## src/hw/rtl/loc_pkg.sv

```systemverilog
package loc_pkg;

    localparam int OPCODE_W = 2;
    localparam int CPU_W    = 4;
    localparam int CLASS_W  = 6;
    localparam int RANK_W   = 16;
    localparam int STATUS_W = 2;
    localparam int KIND_W   = 2;
    localparam int COUNT_W  = 32;

    localparam int DEF_MAX_CLASSES = 64;
    localparam int DEF_CPU_COUNT   = 4;
    localparam int DEF_STACK_DEPTH = 16;
    localparam int DEF_RANK_BITS   = 16;

    localparam logic [OPCODE_W-1:0] OP_REGISTER = 2'd0;
    localparam logic [OPCODE_W-1:0] OP_ACQUIRE  = 2'd1;
    localparam logic [OPCODE_W-1:0] OP_RELEASE  = 2'd2;

    localparam logic [STATUS_W-1:0] STATUS_OK        = 2'd0;
    localparam logic [STATUS_W-1:0] STATUS_INVALID   = 2'd1;
    localparam logic [STATUS_W-1:0] STATUS_VIOLATION = 2'd2;

    localparam logic [KIND_W-1:0] KIND_NONE     = 2'd0;
    localparam logic [KIND_W-1:0] KIND_DEPTH    = 2'd1;
    localparam logic [KIND_W-1:0] KIND_ORDER    = 2'd2;
    localparam logic [KIND_W-1:0] KIND_MISMATCH = 2'd3;

    typedef struct packed {
        logic capture;
        logic read_top_rank;
        logic commit;
    } loc_cmd_t;

endpackage

```

## src/hw/rtl/loc_dp.sv

```systemverilog
module loc_dp
    import loc_pkg::*;
#(
    parameter int MAX_CLASSES = DEF_MAX_CLASSES,
    parameter int CPU_COUNT   = DEF_CPU_COUNT,
    parameter int STACK_DEPTH = DEF_STACK_DEPTH,
    parameter int RANK_BITS   = DEF_RANK_BITS
)
(
    input  logic                clk,
    input  logic                rst_n,
    input  loc_cmd_t            cmd,
    input  logic [OPCODE_W-1:0] opcode,
    input  logic [CPU_W-1:0]    cpu,
    input  logic [CLASS_W-1:0]  class_id,
    input  logic [RANK_W-1:0]   rank,
    output logic [STATUS_W-1:0] status,
    output logic [CLASS_W-1:0]  assigned_class,
    output logic [KIND_W-1:0]   violation_kind,
    output logic [CLASS_W-1:0]  top_class,
    output logic [COUNT_W-1:0]  violation_count
);

    localparam int CLS_AW  = (MAX_CLASSES > 1) ? $clog2(MAX_CLASSES) : 1;
    localparam int NC_W    = $clog2(MAX_CLASSES + 1);
    localparam int CPU_AW  = (CPU_COUNT > 1) ? $clog2(CPU_COUNT) : 1;
    localparam int CNT_W   = $clog2(STACK_DEPTH + 1);
    localparam int HOLD_N  = CPU_COUNT * STACK_DEPTH;
    localparam int HOLD_AW = (HOLD_N > 1) ? $clog2(HOLD_N) : 1;

    logic [RANK_BITS-1:0] rank_mem [MAX_CLASSES];
    logic [CLASS_W-1:0]   held_mem [HOLD_N];

    logic [CNT_W-1:0]     held_count_reg [CPU_COUNT];
    logic [NC_W-1:0]      next_class_reg;
    logic [COUNT_W-1:0]   total_reg;

    logic [OPCODE_W-1:0]  op_reg;
    logic [CPU_AW-1:0]    cpu_reg;
    logic [CLASS_W-1:0]   cls_reg;
    logic [RANK_BITS-1:0] new_rank_reg;
    logic [CLASS_W-1:0]   top_reg;
    logic [RANK_BITS-1:0] rank_rd_reg;
    logic [RANK_BITS-1:0] cls_rank_reg;

    logic [STATUS_W-1:0]  status_reg;
    logic [CLASS_W-1:0]   assigned_reg;
    logic [KIND_W-1:0]    kind_reg;
    logic [CLASS_W-1:0]   top_out_reg;

    logic [STATUS_W-1:0]  status_next;
    logic [CLASS_W-1:0]   assigned_next;
    logic [KIND_W-1:0]    kind_next;
    logic [CLASS_W-1:0]   top_out_next;

    logic [CPU_AW-1:0]    cpu_in;
    logic [CNT_W-1:0]     in_count;
    logic [HOLD_AW-1:0]   rd_addr;
    logic [HOLD_AW-1:0]   wr_addr;
    logic [CLS_AW-1:0]    rank_raddr;
    logic [CNT_W-1:0]     cnt;
    logic                 cls_known;
    logic                 top_known;
    logic                 reg_en;
    logic                 push_en;
    logic                 pop_en;

    assign cpu_in   = (32'(cpu) < CPU_COUNT) ? CPU_AW'(cpu) : '0;
    assign in_count = held_count_reg[cpu_in];
    assign rd_addr  = (in_count == '0) ? HOLD_AW'(32'(cpu_in) * STACK_DEPTH)
                    : HOLD_AW'(32'(cpu_in) * STACK_DEPTH + 32'(in_count) - 32'd1);

    assign cnt      = held_count_reg[cpu_reg];
    assign wr_addr  = HOLD_AW'(32'(cpu_reg) * STACK_DEPTH + 32'(cnt));

    assign rank_raddr = cmd.capture ? CLS_AW'(class_id) : CLS_AW'(top_reg);

    assign cls_known = (cls_reg != '0) && (32'(cls_reg) < 32'(next_class_reg));
    assign top_known = (top_reg != '0) && (32'(top_reg) < 32'(next_class_reg));

    always_ff @(posedge clk)
    begin
        if (cmd.capture)
        begin
            op_reg       <= opcode;
            cpu_reg      <= cpu_in;
            cls_reg      <= class_id;
            new_rank_reg <= RANK_BITS'(rank);
            top_reg      <= held_mem[rd_addr];
        end
        if (cmd.commit && push_en)
        begin
            held_mem[wr_addr] <= cls_reg;
        end
    end

    // single read port: class rank on capture, top-class rank in the next cycle
    always_ff @(posedge clk)
    begin
        if (cmd.capture || cmd.read_top_rank)
        begin
            rank_rd_reg <= rank_mem[rank_raddr];
        end
        if (cmd.read_top_rank)
        begin
            cls_rank_reg <= rank_rd_reg;
        end
        if (cmd.commit && reg_en)
        begin
            rank_mem[CLS_AW'(next_class_reg)] <= new_rank_reg;
        end
    end

    always_comb
    begin
        status_next   = STATUS_OK;
        assigned_next = '0;
        kind_next     = KIND_NONE;
        top_out_next  = '0;
        reg_en        = 1'b0;
        push_en       = 1'b0;
        pop_en        = 1'b0;
        unique case (op_reg)
            OP_REGISTER:
            begin
                if (32'(next_class_reg) >= MAX_CLASSES)
                begin
                    status_next = STATUS_INVALID;
                end
                else
                begin
                    reg_en        = 1'b1;
                    assigned_next = CLASS_W'(next_class_reg);
                end
            end
            OP_ACQUIRE, OP_RELEASE:
            begin
                if (cls_reg != '0)
                begin
                    if (!cls_known)
                    begin
                        status_next = STATUS_INVALID;
                    end
                    else if (op_reg == OP_ACQUIRE)
                    begin
                        if (32'(cnt) >= STACK_DEPTH)
                        begin
                            kind_next    = KIND_DEPTH;
                            top_out_next = top_reg;
                        end
                        else if (cnt != '0 && (!top_known || cls_rank_reg <= rank_rd_reg))
                        begin
                            kind_next    = KIND_ORDER;
                            top_out_next = top_reg;
                        end
                        else
                        begin
                            push_en = 1'b1;
                        end
                    end
                    else
                    begin
                        if (cnt == '0)
                        begin
                            kind_next = KIND_MISMATCH;
                        end
                        else if (top_reg != cls_reg)
                        begin
                            kind_next    = KIND_MISMATCH;
                            top_out_next = top_reg;
                        end
                        else
                        begin
                            pop_en = 1'b1;
                        end
                    end
                end
            end
            default:
            begin
                status_next = STATUS_INVALID;
            end
        endcase
        if (kind_next != KIND_NONE)
        begin
            status_next = STATUS_VIOLATION;
        end
    end

    always_ff @(posedge clk or negedge rst_n)
    begin
        if (!rst_n)
        begin
            for (int i = 0; i < CPU_COUNT; i++)
            begin
                held_count_reg[i] <= '0;
            end
            next_class_reg <= NC_W'(1);
            total_reg      <= '0;
        end
        else if (cmd.commit)
        begin
            if (push_en)
            begin
                held_count_reg[cpu_reg] <= cnt + CNT_W'(1);
            end
            if (pop_en)
            begin
                held_count_reg[cpu_reg] <= cnt - CNT_W'(1);
            end
            if (reg_en)
            begin
                next_class_reg <= next_class_reg + NC_W'(1);
            end
            if (kind_next != KIND_NONE)
            begin
                total_reg <= total_reg + COUNT_W'(1);
            end
        end
    end

    always_ff @(posedge clk)
    begin
        if (cmd.commit)
        begin
            status_reg   <= status_next;
            assigned_reg <= assigned_next;
            kind_reg     <= kind_next;
            top_out_reg  <= top_out_next;
        end
    end

    assign status          = status_reg;
    assign assigned_class  = assigned_reg;
    assign violation_kind  = kind_reg;
    assign top_class       = top_out_reg;
    assign violation_count = total_reg;

endmodule

```

## config.mk

```make
export PLATFORM = sky130hd
export DESIGN_NAME = loc_dp
export DESIGN_NICKNAME = d
export VERILOG_FILES = /design/src/hw/rtl/loc_pkg.sv /design/src/hw/rtl/loc_dp.sv
export SDC_FILE = /design/constraint.sdc
export NUM_CORES = 2
export LEC_CHECK = 0
export BUFFER_PORTS_ARGS = -buffer_cell sky130_fd_sc_hd__buf_4
export CAP_MARGIN = 20
export CORE_MARGIN = 2
export CORE_UTILIZATION = 51
export CTS_CLUSTER_SIZE = 30
export DETAILED_ROUTE_END_ITERATION = 7
export PLACE_DENSITY = 0.75
export SETUP_SLACK_MARGIN = 0.02
export SYNTH_ARGS = -nofsm -noshare
export SYNTH_HDL_FRONTEND = slang
export SYNTH_SLANG_ARGS = --single-unit
```

## constraint.sdc

```tcl
create_clock -name clk -period 7.36 [get_ports clk]
set_input_delay 1.104 -clock clk [delete_from_list [all_inputs] [get_ports clk]]
set_output_delay 1.104 -clock clk [all_outputs]
set_load 0.02 [all_outputs]
```

Yosys cells after proc, flatten, opt, wreduce, memory -nomap -nowiden
Memories as Yosys holds them, arrays and structs flattened. A register that Yosys moved wholly into a read port is not among the register bits.
Cells that the tools add are included.
{ "word_totals": {"memories": 2, "inputBits": 33, "mem_bits_rw": 1408, "register_bits": 117} }
{ "memory_table": {"columns": ["name", "words", "word_bits", "read_ports", "rd_clocked_by_memory_dff", "wr", "line_no", "source"], "rows": [
  ["rank_mem", 64, 16, 1, 1, 1, "loc_dp.sv:31", "logic [RANK_BITS-1:0] rank_mem [MAX_CLASSES];"],
  ["held_mem", 64, 6, 1, 1, 1, "loc_dp.sv:32", "logic [CLASS_W-1:0] held_mem [HOLD_N];"]
]} }
{ "op_classes": {"eq_ne": 3, "addsub": 7, "magnitude_cmp": 9, "reduce_logical": 21, "bitwise": 3, "n_mux": 51} }
{ "ops": {"columns": ["operator", "n"], "rows": [
  ["$mux 20", 3],
  ["$mux 6", 7],
  ["$bwmux 20", 2],
  ["$add 32x1->32 const B", 1],
  ["$mux 5", 5],
  ["$mux 1", 21],
  ["$bmux 5 s2", 2],
  ["$mux 2", 9],
  ["$le 16x16->1", 1],
  ["$lt 6x7->1", 2],
  ["$add 6x5->6", 2],
  ["$reduce_bool 6->1", 2],
  ["$demux 5 s2", 1],
  ["$logic_not 5->1", 2],
  ["$add 7x1->7 const B", 1],
  ["$ge 7x7->1 const B", 1],
  ["$ge 3x3->1 const B", 2],
  ["$logic_and 1x1->1", 6],
  ["$ne 6x6->1", 1],
  ["$not 2->3", 2],
  ["$sub 6x1->6 const B", 1],
  ["$add 5x1->5 const B", 1],
  ["$ge 5x5->1 const B", 1],
  ["$reduce_bool 5->1", 1],
  ["other kinds (14)", 17]
]} }

Depth between registers and ports, before layout
{ "depth": {"ltp_word": 16, "mapped_depth": 21, "depth_no_buf": 17} }

Worst setup path after synthesis
No wires, ideal clock.
{ "synth_path": {"path_kind": "input -> register", "startpoint": "input port cpu[1]", "endpoint": "register top_reg[0], read port of held_mem (data pin)", "n_path_buf": 7, "t_arrival_ps": 5078, "required_time_ps": 7093, "stages": 21, "setup_slack_ps": 2016, "cell_sequence": "buf_6 or3b_4 inv_6 a22o_2 nor2_4 buf_6 buf_2 buf_2 ha_1 inv_1 fa_1 clkbuf_1 clkinv_1 o31ai_2 buf_2 nor2_1 clkbuf_1 o221ai_1 o22ai_1 nor4_1 nor3b_2"} }
{ "synth_via": {"elab_chain_len": 9} }
{ "synth_rtl": {"columns": ["element", "line_no", "source"], "rows": [
  ["start, declared", "loc_dp.sv:14", "input logic [CPU_W-1:0] cpu,"],
  ["$lt 4x3->1", "loc_dp.sv:68", "assign cpu_in = (32'(cpu) < CPU_COUNT) ? CPU_AW'(cpu) : '0;"],
  ["$mux 2 *", "loc_dp.sv:68", null],
  ["named net cpu_in[1]", "loc_dp.sv:56", "logic [CPU_AW-1:0] cpu_in;"],
  ["$not 2->3 (not written as such)", "loc_dp.sv:69", "assign in_count = held_count_reg[cpu_in];"],
  ["$bmux 5 s2", "loc_dp.sv:69", null],
  ["$mux 5 (not written as such) (2 in a row)", "loc_dp.sv:69", null],
  ["$add 6x5->6", "loc_dp.sv:71", ": HOLD_AW'(32'(cpu_in) * STACK_DEPTH + 32'(in_count) - 32'd1);"],
  ["$sub 6x1->6", "loc_dp.sv:71", null],
  ["$mux 6 *", "loc_dp.sv:70", "assign rd_addr = (in_count == '0) ? HOLD_AW'(32'(cpu_in) * STACK_DEPTH)"],
  ["end, declared", "loc_dp.sv:42", "logic [CLASS_W-1:0] top_reg;"]
]} }
Mark *: on every way through the listed nets, which the timed path passes. The rest lies on a longest branch. The select of a mux whose other input is x is not followed.
A chain may end at the register's enable or synchronous reset.

Final worst setup path
{ "layout_path": {"startpoint": "input port cpu[1]", "endpoint": "register top_reg[5], read port of held_mem (data pin)"} }
{ "layout_via": {"elab_chain_len": 9} }
{ "layout_rtl": {"columns": ["element", "line_no"], "rows": [
  ["$lt 4x3->1", "loc_dp.sv:68"],
  ["$mux 2 *", "loc_dp.sv:68"],
  ["$not 2->3 (not written as such)", "loc_dp.sv:69"],
  ["$bmux 5 s2", "loc_dp.sv:69"],
  ["$mux 5 (not written as such) (2 in a row)", "loc_dp.sv:69"],
  ["$add 6x5->6", "loc_dp.sv:71"],
  ["$sub 6x1->6", "loc_dp.sv:71"],
  ["$mux 6 *", "loc_dp.sv:70"]
]} }
Every way passes the cells marked *; elsewhere a longest branch is shown, timed or not. The select of a mux whose other input is x is not followed.

==> qor.csv <==
metric,value,unit
yosys_warnings,0,
regMostFlops,rank_mem,
portBuffers,80,
min_period_over_period,75.2,%
r2r-end,top_reg[5],
synth_cell_types,97,
maxCapViolCount,0,
overflow,0,
syn_inst,3422,
antenna_found_initial,4,
post_cts.repair.setup_buffers,0,
p_int,16.1,mW
power_frac_clock,31.0,%
status,"complete, but fails checks",
rsz0062_at_grt,no,
hold_path.class,input pin to asynchronous set/reset pin,
syn_area,62300,sq um
switching_power,6.96,mW
grtUsageTotal,24.0,%
largest_reg_flops,1024,
power.total,23.0,mW
ys_seq_area_share,74.1,%
power_frac_seq,44.0,%
drive_gt1_share,22.2,%
relSlewSlack,17.5,%
clk_pin_slew,0.06,ns
crit_required,7.86,ns
drt_iter0_drc,5026,
arrival,6.04,ns
ctsResizeCount,0,
place_area,65600,sq um
place.gp.congestion,0.923,
routedWlPerCell,28.0,um
hold-worst-slack,0.410,ns
cts-root-buf,clkbuf_16,
drc,15,
synth_edf_count,1488,
dieArea,125000,sq um
stdcell_area,70200,sq um
layout_common_cells,"1,488 x edfxtp_1, 259 x mux4_2, 257 x nand2_1",
finClkSkew,0.0334,ns
synth_seq_cells,1547,
drtPass1Iterations,8,
synth_ff_type,edfxtp_1,
pin_count,81,
switching_share,30.3,%
core,122000,sq um
die_y,354,um
vias,34500,
final_common_cell,edfxtp_1,
grt_first_pass_wirelength,223,mm
fp.dieW,354,um
violations,DRC,
worstSkewPairLatency,0.77,ns
finalSetupTns,0,ns
start_util,51.3,%
fp-row-count,128,
worst_pin_slew,1.21,ns
fin_crit,5.54,ns
powerDensity,328,nW/um^2
nets,3717,
critPathKind,input pin to flip-flop,
worstRegToRegCells,13,
setup_viol,0,
ys_async_sr_fraction,3.81,%
post_synth.cell_area_avg,18.2,sq um
p_leak,22.9,nW
cts_buffers,146,
drv_slew,0,
clock_sinks,1547,
cts_tree,built,
routed_wl,151,mm
syn_to_final_growth,12.7,%
worst-r2r-setup-slack,2.21,ns
critPathLaunchType,input pin,
fmax,181,MHz
worstPathMaxFanout,30,
utilization,57.8,%
hpwl,88.1,mm
holdBufCountCts,0,
clk_path_buf_depth,3,
cp-end-kind,flip-flop,
ant_nets,0,
grt_pass1_vias,33300,
reg2reg_from,held_count_reg[0],
peakVddDrop,0.256,mV
grt_max_degree,129,
syn_nets,3497,
vias_per_cell,6.40,
hold_viol_final,0,
cts_max_level,4,
pwr-share-comb,25.1,%
## per-layer routing
| layer | wire (um) | up-vias | share of wire, % | GRT usage [%] |
|---|---|---|---|---|
| met5 | 12 | - | 0.0080 | 0 |
| met4 | 5070 | 2 | 3.4 | 7.98 |
| met3 | 17000 | 315 | 11 | 5.05 |
| met2 | 70000 | 2326 | 46 | 36.8 |
| met1 | 58600 | 17400 | 39 | 34.7 |
| li1 | - | 14400 | - | - |
## final cells by class
cell class | count | area (sq um)
fill | 8619 | 51300
sequential | 1547 | 46200
multi-input combinational | 1618 | 15200
clock buffer | 190 | 3940
timing repair buffer | 275 | 2150
tap | 1625 | 2030
clock inverter | 76 | 569
inverter | 54 | 208
antenna | 1 | 2.50
## cell usage after synthesis, drive strengths merged, types with 28 or more instances
library cell | n | area (sq um)
edfxtp | 1488 | 44700
mux4 | 259 | 5830
nand2 | 257 | 965
clkbuf | 112 | 420
a211oi | 100 | 751
nor2 | 95 | 384
buf | 91 | 531
and2 | 87 | 544
a21oi | 79 | 403
nor4 | 73 | 487
mux2i | 70 | 701
dfrtp | 58 | 1450
nand3 | 55 | 280
inv | 51 | 196
a31oi | 47 | 324
ha | 41 | 513
xnor2 | 40 | 350
a311oi | 39 | 342
mux2 | 39 | 439
o221ai | 34 | 298
a221oi | 28 | 245
o21ai | 28 | 140
## critical path, cell delays in order
cell	delay [ns]
buf_4	0.15
or2_2	0.35
a21oi_1	0.40
nor2_4	0.06
buf_4	0.24
inv_2	0.45
ha_1	0.26
nand2_1	0.08
a21oi_2	0.36
nand3_2	0.46
a221oi_1	0.45
o32ai_1	0.15
a2111oi_0	1.07
a311oi_1	0.20
nor3b_2	0.24
## metrics by stage
step,cells,worst slack (ns)
after global placement,5074,1.44
after CTS,5363,2.09
after floorplan,3422,2.02
final,5386,1.82
after detailed placement,5097,1.30
after global routing,5386,1.65
## worst max-delay path by stage
stage	startpoint	depth (start not counted)	slack (ns)	to
floorplan	cpu[1]	21	2.02	top_reg[0]
global placement	cpu[1]	15	1.44	top_reg[0]
detailed placement	cpu[1]	15	1.30	top_reg[0]
CTS	cpu[1]	15	2.09	top_reg[0]
global route	cpu[1]	15	1.65	top_reg[5]
finish	cpu[1]	15	1.82	top_reg[5]
## power by group through the flow
| stage | logic, mW | registers, mW | clock network [mW] |
|---|---|---|---|
| after floorplan | 3.73 | 10.3 | 0 |
| after global placement | 5.53 | 10.3 | 0 |
| after detailed placement | 5.63 | 10.3 | 0 |
| after CTS | 5.67 | 10.1 | 7.21 |
| after global routing | 6.11 | 10.1 | 7.55 |
| final | 5.77 | 10.1 | 7.13 |
## cells by family (layout without fill, tap and decap cells)
kind of cell / Yosys count / count (layout) / share of synthesized area (%)
AND/OR/NAND/NOR: 668 / 668 / 5.39
adder cells (fa/ha/maj): 42 / 42 / 0.855
buffers and inverters: 257 / 595 / 1.86
other: 0 / 1 / 0
multiplexers: 368 / 368 / 11.2
flip-flops: 1547 / 1547 / 74.1
AO/OA/AOI/OAI: 492 / 492 / 5.95
XOR/XNOR: 48 / 48 / 0.675
(Power assumes the default switching activity.)
